<file path="src/rtl/core/o3csp_pkg.sv">
// ----------------------------------------------------------------------------
// o3csp_pkg
// Shared types, constants and helper functions of the order-3 context
// symbol predictor.
// ----------------------------------------------------------------------------
package o3csp_pkg;

  // Default sizes of the counter store.
  localparam int unsigned COUNT_WIDTH   = 16;
  localparam int unsigned CONTEXT_COUNT = 64;

  // Nucleotide codes.
  localparam logic [1:0] NUC_A = 2'd0;
  localparam logic [1:0] NUC_C = 2'd1;
  localparam logic [1:0] NUC_G = 2'd2;
  localparam logic [1:0] NUC_T = 2'd3;

  // ASCII letters, upper and lower case.
  localparam logic [7:0] CHAR_A_UC = 8'd65;
  localparam logic [7:0] CHAR_C_UC = 8'd67;
  localparam logic [7:0] CHAR_G_UC = 8'd71;
  localparam logic [7:0] CHAR_T_UC = 8'd84;
  localparam logic [7:0] CHAR_A_LC = 8'd97;
  localparam logic [7:0] CHAR_C_LC = 8'd99;
  localparam logic [7:0] CHAR_G_LC = 8'd103;
  localparam logic [7:0] CHAR_T_LC = 8'd116;

  // Where the counter row of the current context comes from.
  typedef enum logic [1:0] {
    SRC_ZERO,
    SRC_MEM,
    SRC_BYP
  } win_src_e;

  typedef struct packed {
    logic [7:0] char_byte;
    logic       coded_flag;
    logic [1:0] coded_symbol;
    logic       last_item;
  } in_word_t;

  typedef struct packed {
    logic       miss_flag;
    logic [1:0] symbol;
    logic [7:0] char_out;
  } out_word_t;

  // Returns {valid, code}; valid is low for a byte that is no nucleotide letter.
  function automatic logic [2:0] letter_code(input logic [7:0] b);
    logic [2:0] res;
    case (b)
      CHAR_A_UC, CHAR_A_LC: res = {1'b1, NUC_A};
      CHAR_C_UC, CHAR_C_LC: res = {1'b1, NUC_C};
      CHAR_G_UC, CHAR_G_LC: res = {1'b1, NUC_G};
      CHAR_T_UC, CHAR_T_LC: res = {1'b1, NUC_T};
      default:              res = 3'b000;
    endcase
    return res;
  endfunction

  function automatic logic [7:0] nuc_letter(input logic [1:0] sym);
    logic [7:0] res;
    case (sym)
      NUC_A:   res = CHAR_A_UC;
      NUC_C:   res = CHAR_C_UC;
      NUC_G:   res = CHAR_G_UC;
      NUC_T:   res = CHAR_T_UC;
      default: res = CHAR_A_UC;
    endcase
    return res;
  endfunction

endpackage

</file>
<file path="src/rtl/core/o3csp_ram.sv">
// ----------------------------------------------------------------------------
// o3csp_ram
// Generic single-write, single-read RAM with a registered read port.
// ----------------------------------------------------------------------------
module o3csp_ram #(
  parameter int unsigned WIDTH = 32,
  parameter int unsigned DEPTH = 16,
  localparam int unsigned AW   = (DEPTH > 1) ? $clog2(DEPTH) : 1
) (
  input  logic             clk_i,
  input  logic             we_i,
  input  logic [AW-1:0]    waddr_i,
  input  logic [WIDTH-1:0] wdata_i,
  input  logic             re_i,
  input  logic [AW-1:0]    raddr_i,
  output logic [WIDTH-1:0] rdata_o
);

  logic [WIDTH-1:0] mem_q [DEPTH];
  logic [WIDTH-1:0] rdata_q;

  always_ff @(posedge clk_i) begin
    if (we_i) begin
      mem_q[waddr_i] <= wdata_i;
    end
    if (re_i) begin
      rdata_q <= mem_q[raddr_i];
    end
  end

  assign rdata_o = rdata_q;

endmodule

</file>
<file path="src/rtl/core/order3_context_symbol_predictor.sv">
// ----------------------------------------------------------------------------
// order3_context_symbol_predictor
// Order-3 nucleotide context predictor with saturating frequency counters.
// ----------------------------------------------------------------------------
// Usage: input words arrive on in_valid_i/in_ready_o and carry a character
// (encode mode) or a flag and symbol (decode mode) plus a last-item marker.
// Each accepted word that names a nucleotide gives one result word on
// out_valid_o/out_ready_i: miss flag, symbol and its upper-case letter. A
// non-nucleotide byte in encode mode gives no result. cfg_we_i writes the
// mode bit; the user must do so only while the block is idle, which the block
// does not enforce. Throughput is one word per cycle while in_ready_o is high;
// results are registered. Counters live in a RAM in rows of four contexts,
// so the row of the next context is read while the current word is worked on.
// A two-deep output buffer keeps the input open while one result waits; with
// both entries full, in_ready_o drops until the receiver takes a word.
// Reset and a last-item word clear all counters and the context at once
// through per-row valid flags; no clearing pass is needed.
// ----------------------------------------------------------------------------
module order3_context_symbol_predictor #(
  parameter int unsigned COUNT_WIDTH   = o3csp_pkg::COUNT_WIDTH,
  parameter int unsigned CONTEXT_COUNT = o3csp_pkg::CONTEXT_COUNT
) (
  input  logic                 clk_i,
  input  logic                 rst_ni,
  input  logic                 cfg_we_i,
  input  logic                 cfg_wdata_i,
  input  logic                 in_valid_i,
  output logic                 in_ready_o,
  input  o3csp_pkg::in_word_t  in_data_i,
  output logic                 out_valid_o,
  input  logic                 out_ready_i,
  output o3csp_pkg::out_word_t out_data_o
);

  localparam int unsigned CTX_W     = $clog2(CONTEXT_COUNT);
  localparam int unsigned ROW_COUNT = CONTEXT_COUNT / 4;
  localparam int unsigned ROW_AW    = (ROW_COUNT > 1) ? $clog2(ROW_COUNT) : 1;
  localparam int unsigned ROW_W     = 16 * COUNT_WIDTH;

  typedef logic [3:0][3:0][COUNT_WIDTH-1:0] row_t;

  logic                 mode_q;
  logic [CTX_W-1:0]     ctx_q, ctx_d;
  o3csp_pkg::win_src_e  src_q, src_d;
  row_t                 byp_q, byp_d;
  logic [ROW_COUNT-1:0] row_valid_q, row_valid_d;

  logic                 out_valid_q, skid_valid_q;
  o3csp_pkg::out_word_t out_q, skid_q;

  logic                 in_fire, out_fire;
  logic [ROW_W-1:0]     ram_rdata;
  logic                 ram_we, ram_re;
  logic [ROW_AW-1:0]    row_cur, row_next;
  logic [1:0]           slot;
  row_t                 win, upd;
  logic [3:0][COUNT_WIDTH-1:0] cnt;
  logic [1:0]           pred, sym;
  logic [2:0]           lcode;
  logic                 sym_ok;
  o3csp_pkg::out_word_t res;

  assign in_ready_o = !skid_valid_q;
  assign in_fire    = in_valid_i && in_ready_o;
  assign out_fire   = out_valid_q && out_ready_i;

  // Row of the current context, and the row that holds all four possible
  // next contexts (it depends only on the low bits of the current context).
  assign row_cur  = (ROW_COUNT > 1) ? ROW_AW'(ctx_q >> 2) : '0;
  assign row_next = (ROW_COUNT > 1) ? ROW_AW'(ctx_q) : '0;
  assign slot     = ctx_q[1:0];

  always_comb begin
    case (src_q)
      o3csp_pkg::SRC_ZERO: win = '0;
      o3csp_pkg::SRC_MEM:  win = row_t'(ram_rdata);
      o3csp_pkg::SRC_BYP:  win = byp_q;
      default:             win = '0;
    endcase
  end

  assign cnt = win[slot];

  // Largest count wins; a strict compare keeps the lowest index on a tie.
  always_comb begin
    logic [COUNT_WIDTH-1:0] best_n;
    pred   = o3csp_pkg::NUC_A;
    best_n = cnt[0];
    for (int i = 1; i < 4; i++) begin
      if (cnt[i] > best_n) begin
        pred   = 2'(i);
        best_n = cnt[i];
      end
    end
  end

  assign lcode = o3csp_pkg::letter_code(in_data_i.char_byte);

  always_comb begin
    if (mode_q) begin
      sym    = in_data_i.coded_flag ? in_data_i.coded_symbol : pred;
      sym_ok = 1'b1;
    end else begin
      sym    = lcode[1:0];
      sym_ok = lcode[2];
    end
  end

  always_comb begin
    upd = win;
    if (cnt[sym] != {COUNT_WIDTH{1'b1}}) begin
      upd[slot][sym] = cnt[sym] + COUNT_WIDTH'(1);
    end
  end

  assign res.miss_flag = (sym != pred);
  assign res.symbol    = sym;
  assign res.char_out  = o3csp_pkg::nuc_letter(sym);

  // Next context, row source and row flags.
  always_comb begin
    ctx_d       = ctx_q;
    src_d       = src_q;
    byp_d       = byp_q;
    row_valid_d = row_valid_q;
    ram_we      = 1'b0;
    ram_re      = 1'b0;
    if (in_fire) begin
      if (in_data_i.last_item) begin
        ctx_d       = '0;
        src_d       = o3csp_pkg::SRC_ZERO;
        row_valid_d = '0;
      end else if (sym_ok) begin
        ctx_d                = CTX_W'({ctx_q, sym});
        ram_we               = 1'b1;
        row_valid_d[row_cur] = 1'b1;
        if (row_next == row_cur) begin
          // The RAM still holds the old row this cycle, so forward it.
          byp_d = upd;
          src_d = o3csp_pkg::SRC_BYP;
        end else if (row_valid_q[row_next]) begin
          ram_re = 1'b1;
          src_d  = o3csp_pkg::SRC_MEM;
        end else begin
          src_d = o3csp_pkg::SRC_ZERO;
        end
      end else begin
        byp_d = win;
        src_d = o3csp_pkg::SRC_BYP;
      end
    end
  end

  o3csp_ram #(
    .WIDTH(ROW_W),
    .DEPTH(ROW_COUNT)
  ) u_ram (
    .clk_i  (clk_i),
    .we_i   (ram_we),
    .waddr_i(row_cur),
    .wdata_i(ROW_W'(upd)),
    .re_i   (ram_re),
    .raddr_i(row_next),
    .rdata_o(ram_rdata)
  );

  always_ff @(posedge clk_i or negedge rst_ni) begin
    if (!rst_ni) begin
      mode_q      <= 1'b0;
      ctx_q       <= '0;
      src_q       <= o3csp_pkg::SRC_ZERO;
      row_valid_q <= '0;
    end else begin
      if (cfg_we_i) begin
        mode_q <= cfg_wdata_i;
      end
      ctx_q       <= ctx_d;
      src_q       <= src_d;
      row_valid_q <= row_valid_d;
    end
  end

  always_ff @(posedge clk_i) begin
    byp_q <= byp_d;
  end

  // Two-deep output buffer: main register plus skid entry.
  always_ff @(posedge clk_i or negedge rst_ni) begin
    if (!rst_ni) begin
      out_valid_q  <= 1'b0;
      skid_valid_q <= 1'b0;
    end else begin
      if (out_fire) begin
        if (skid_valid_q) begin
          skid_valid_q <= 1'b0;
        end else begin
          out_valid_q <= in_fire && sym_ok;
        end
      end else if (in_fire && sym_ok) begin
        if (!out_valid_q) begin
          out_valid_q <= 1'b1;
        end else begin
          skid_valid_q <= 1'b1;
        end
      end
    end
  end

  always_ff @(posedge clk_i) begin
    if (out_fire) begin
      out_q <= skid_valid_q ? skid_q : res;
    end else if (in_fire && sym_ok) begin
      if (!out_valid_q) begin
        out_q <= res;
      end else begin
        skid_q <= res;
      end
    end
  end

  assign out_valid_o = out_valid_q;
  assign out_data_o  = out_q;

endmodule
</file>
<file path="config.mk">
export PLATFORM = sky130hd
export DESIGN_NAME = order3_context_symbol_predictor
export DESIGN_NICKNAME = d
export VERILOG_FILES = /design/src/rtl/core/o3csp_pkg.sv /design/src/rtl/core/o3csp_ram.sv /design/src/rtl/core/order3_context_symbol_predictor.sv
export SDC_FILE = /design/constraint.sdc
export NUM_CORES = 2
export LEC_CHECK = 0
export BUFFER_PORTS_ARGS = -buffer_cell sky130_fd_sc_hd__buf_2
export CAP_MARGIN = 20
export CORE_MARGIN = 3
export CORE_UTILIZATION = 25
export CTS_CLUSTER_SIZE = 30
export DETAILED_ROUTE_END_ITERATION = 10
export SYNTH_ARGS = -nofsm -noshare
export SYNTH_HDL_FRONTEND = slang
export SYNTH_SLANG_ARGS = --single-unit
</file>
<file path="constraint.sdc">
create_clock -name clk_i -period 20.5 [get_ports clk_i]
set_input_delay 0 -clock clk_i [delete_from_list [all_inputs] [get_ports clk_i]]
set_output_delay 0 -clock clk_i [all_outputs]
set_load 0.02 [all_outputs]
</file>
==> reports/metrics.csv <==
stage;metric;value;unit
cells_and_area;fillers;71223;
worst_setup_path;Register-to-Register Path Depth;42;
sta;RSZ-0062 raised after global routing;false;
route;DR vias/cell;4.76;
global_route;vias in the first global route;89929;
route;detailed-route wire length per cell;25.5;um
floorplanning;die height;866;um
route;Initial DRC Count;11019;
logic_synthesis;Seq/Total Area, Yosys;75.4;%
route;DRC viols;0;
worst_setup_path;Worst setup endpoint;u_ram.mem_q[11][191];
worst_setup_path;crit-path most repeated cell;buf_4;
cts;CTS buffer count;467;
cells_and_area;register area;139000;um2
sta;hold_ws;0.120;ns
logic_synthesis;ys async rst share;0.581;%
floorplanning;die width;866;um
outcome;status;finished clean;
worst_setup_path;R2R Setup Slk;4.40;ns
sta;FMAX;0.0621;GHz
logic_synthesis;number of flops mapped to enable cells by yosys;4622;
sta;Slew Limit Fails;0;
place;port buffer count;25;
cts;Post-CTS Setup Inserts;0;
place;final RePlAce weighted congestion;0.805;
power;Power Density;143;nW/um2
worst_setup_path;Crit Path Category;flip-flop to flip-flop;
flow_run;Max-Cap Viols;0;
logic_synthesis;Mapped Cells;8270;
sta;relative slew slack;19.4;%
power;Static Leak;64.1;nW
worst_setup_path;critical path buffer and inverter count;9;
logic_synthesis;most used flip-flop cell after synthesis;edfxtp_1;
worst_setup_path;Largest delay share family, worst path;simple AND/OR/NAND/NOR gates;
worst_setup_path;crit path launch;src_q[0];
worst_setup_path;r2r startpoint;src_q[0];
sta;fin crit share;78.5;%
global_route;Overall Global Routing Usage;12.4;%
cells_and_area;area of the multi-input gates;43600;um2
cts;CTS max path bufs;4;
sta;clock skew;0.0721;ns
global_route;initial antenna violation count;15;
worst_setup_path;Setup crit start kind;flip-flop;
global_route;grt ovf;0;
cts;Root Driver;clkbuf_16;
worst_setup_path;CP max FO;47;
worst_setup_path;CP Depth;42;
cts;H-tree depth;5;
cts;clk sink count;4649;
worst_setup_path;Critical-path top delay cell;mux2i_1;
cts;Worst-path clk slew;0.06;ns
route;drt total wl;483000;um
worst_setup_path;crit path capture type;flip-flop;
sta;fin crit period;16.10;ns
logic_synthesis;register bit count reported by yosys;4649;
place;HPWL after DPL;247000;um
global_route;maximum number of pins on one net before global-route repair;104;
power;IR drop worst, VDD;0.320;mV
sta;Hold Fails Final Rpt;0;
logic_synthesis;mapped cell area;185000;um2
logic_synthesis;Synth cell types;77;
worst_setup_path;worst reg2reg path endpoint;u_ram.mem_q[11][191];
worst_setup_path;CP arrival;16.70;ns
cts;cts repair resizes;0;
floorplanning;IO Count;31;
floorplanning;Core Area;737000;um2
cts;Clk Latency, worst-skew pair;1.02;ns
global_route;first-pass GRT wire length;687000;um
route;DR pass1 iterations;6;
cts;TritonCTS clock tree;done;
cells_and_area;Layout Utilization;29.1;%
cells_and_area;Area Growth Syn to Fin;15.9;%
floorplanning;Initial Util;25.1;%
sta;final setup vio count;0;
place;Post-DP Area;198000;um2
worst_setup_path;Worst EP required;21.10;ns
cells_and_area;fin nets;8766;
route;via count;90052;
sta;Worst-Margin Slew;1.17;ns
cells_and_area;layout cells sized above 1;30.5;%
route;Final ANT Viol Nets;0;
min_path;class of the worst hold path;input port to flip-flop;
floorplanning;DIE AREA;750000;um2
sta;Setup TNS Final;0;ns
worst_setup_path;slowest stage delay, CP;0.98;ns
logic_synthesis;synthesized area per cell;22.4;um2
min_path;min-delay src;in_data_i[8];
floorplanning;cell row count;315;
cells_and_area;final instance area;214000;um2
power;total power;30.7;mW
logic_synthesis;YS warnings;0;
==> metrics by stage <==
step           instances  setup WS [ns]
6_report           18920           4.40
5_1_grt            18920           3.75
4_1_cts            18780           4.55
3_5_place_dp       17893           4.66
3_3_place_gp       17883           4.89
2_1_floorplan       8272          0.560
==> final cells by class <==
cell class	count	area share, %
clock buffers	569	5.70
diodes	1	0.00117
repair buffers	467	1.80
clock inverters	301	1.26
inverters	27	0.0473
well taps	9827	5.74
multi-input cells	3079	20.4
flip-flops and latches	4649	65.1
==> cells in the final DEF, fill, tap and decap left out, types with 16 or more instances in the layout <==
cell type	n
a21oi_1	66
a22oi_1	263
buf_12	30
buf_2	25
buf_4	394
bufinv_16	39
clkbuf_1	92
clkbuf_16	472
clkinv_1	121
clkinv_2	98
dfrtp_1	23
dlygate4sd3_1	16
edfxtp_1	4622
ha_1	55
inv_1	25
mux2_1	76
mux2_2	69
mux2i_1	440
mux4_2	1300
nand2_1	77
nand3_1	17
nor2_1	134
nor2_4	24
nor3_1	20
o21a_1	23
o21ai_0	71
o22ai_1	19
or2_2	200
==> report_power, final <==
part           leakage [nW]  switching [mW]  internal (mW)  total (mW)
logic                  13.8            6.85           3.28        10.1
registers              43.0           0.104           12.1        12.2
clock network          7.30            3.62           4.73        8.35
==> tightest hold or removal path, delay by kind of cell <==
family | cells | cell delay, ns
compound gates | 2 | 0.61
simple gates | 2 | 0.35
buf+inv | 1 | 0.11
==> flip-flops by register name, summed over array words and instances (netlist names) <==
name and cells:
ctx_q 6, byp_q 256, src_q 2, out_data_o 7, skid_valid_q 1, skid_q 7, mode_q 1, u_ram.mem_q 4096
u_ram.rdata_o 256, out_valid_o 1, row_valid_q 16
==> cell families (layout without fill, tap and decap cells) <==
family          Yosys count  count (layout)  share of synthesized area (%)
compound gates          546             546                           2.06
buf+inv                 544            1364                           1.23
fa+ha+maj                57              57                          0.386
other cells               2               5                        0.00406
flops                  4649            4649                           75.4
simple gates            571             571                           1.76
xor+xnor                 15              15                         0.0710
mux                    1886            1886                           19.1
==> synthesized netlist by cell type (6+ instances only) <==
cell      number  area (um2)
nor3_1        24         120
nand3_1       17        85.1
a21oi_1       68         340
o21ai_0       72         360
mux2_1        76         856
nor2_1       146         548
buf_4         26         195
clkbuf_1     295        1110
a21o_1        10        75.1
ha_1          57         713
or2_2        199        1240
nor3_4        14         228
or2_1          7        43.8
a22oi_1      263        1970
nand2_1       77         289
nor2b_1        6        37.5
nor2_4        10         113
buf_6         13         146
nor2_2         7        43.8
mux4_2      1300       29300
o21a_1        23         173
edfxtp_1    4622      139000
mux2i_1      441        4410
mux2_2        69         777
buf_2         26         130
a22o_1         6        52.6
nand4_1       13        81.3
or3_4          6        67.6
o21ai_1        9        45.0
o31ai_1       11        82.6
inv_1         25        93.8
o32ai_1       15         131
buf_1        157         589
o221ai_1       7        61.3
xnor2_1       12         105
and3_1         6        37.5
dfrtp_1       27         676
o22ai_1       19         119
==> worst min-delay path by stage <==
| stage | endpoint | slack, ns | cells after the start |
|---|---|---|---|
| 3_3_place_gp | skid_valid_q | 0.09 | 1 |
| 4_1_cts | out_valid_o | 0.00009 | 5 |
| 2_1_floorplan | ctx_q[0] | -0.30 | 0 |
| 6_report | out_valid_o | 0.12 | 5 |
| 5_1_grt | byp_q[68] | 0.13 | 5 |
| 3_5_place_dp | out_valid_o | 0.1 | 1 |
==> layer usage <==
layer | share of wire, % | up-vias | wire length [um] | global-route usage [%]
met2 | 47 | 3722 | 228000 | 19.8
met3 | 7.7 | 635 | 37100 | 1.97
met5 | 0.0058 | - | 28 | 0
met1 | 43 | 49614 | 207000 | 17.7
met4 | 2.4 | 4 | 11400 | 2.91
li1 | - | 36077 | - | -
==> what timing repair did <==
action | CTS | global route
hold buffers | 17 | 0
endpoints found under the setup margin | 0 | 0
endpoints found under the hold margin | 236 | 0
(Power assumes the default switching activity.)
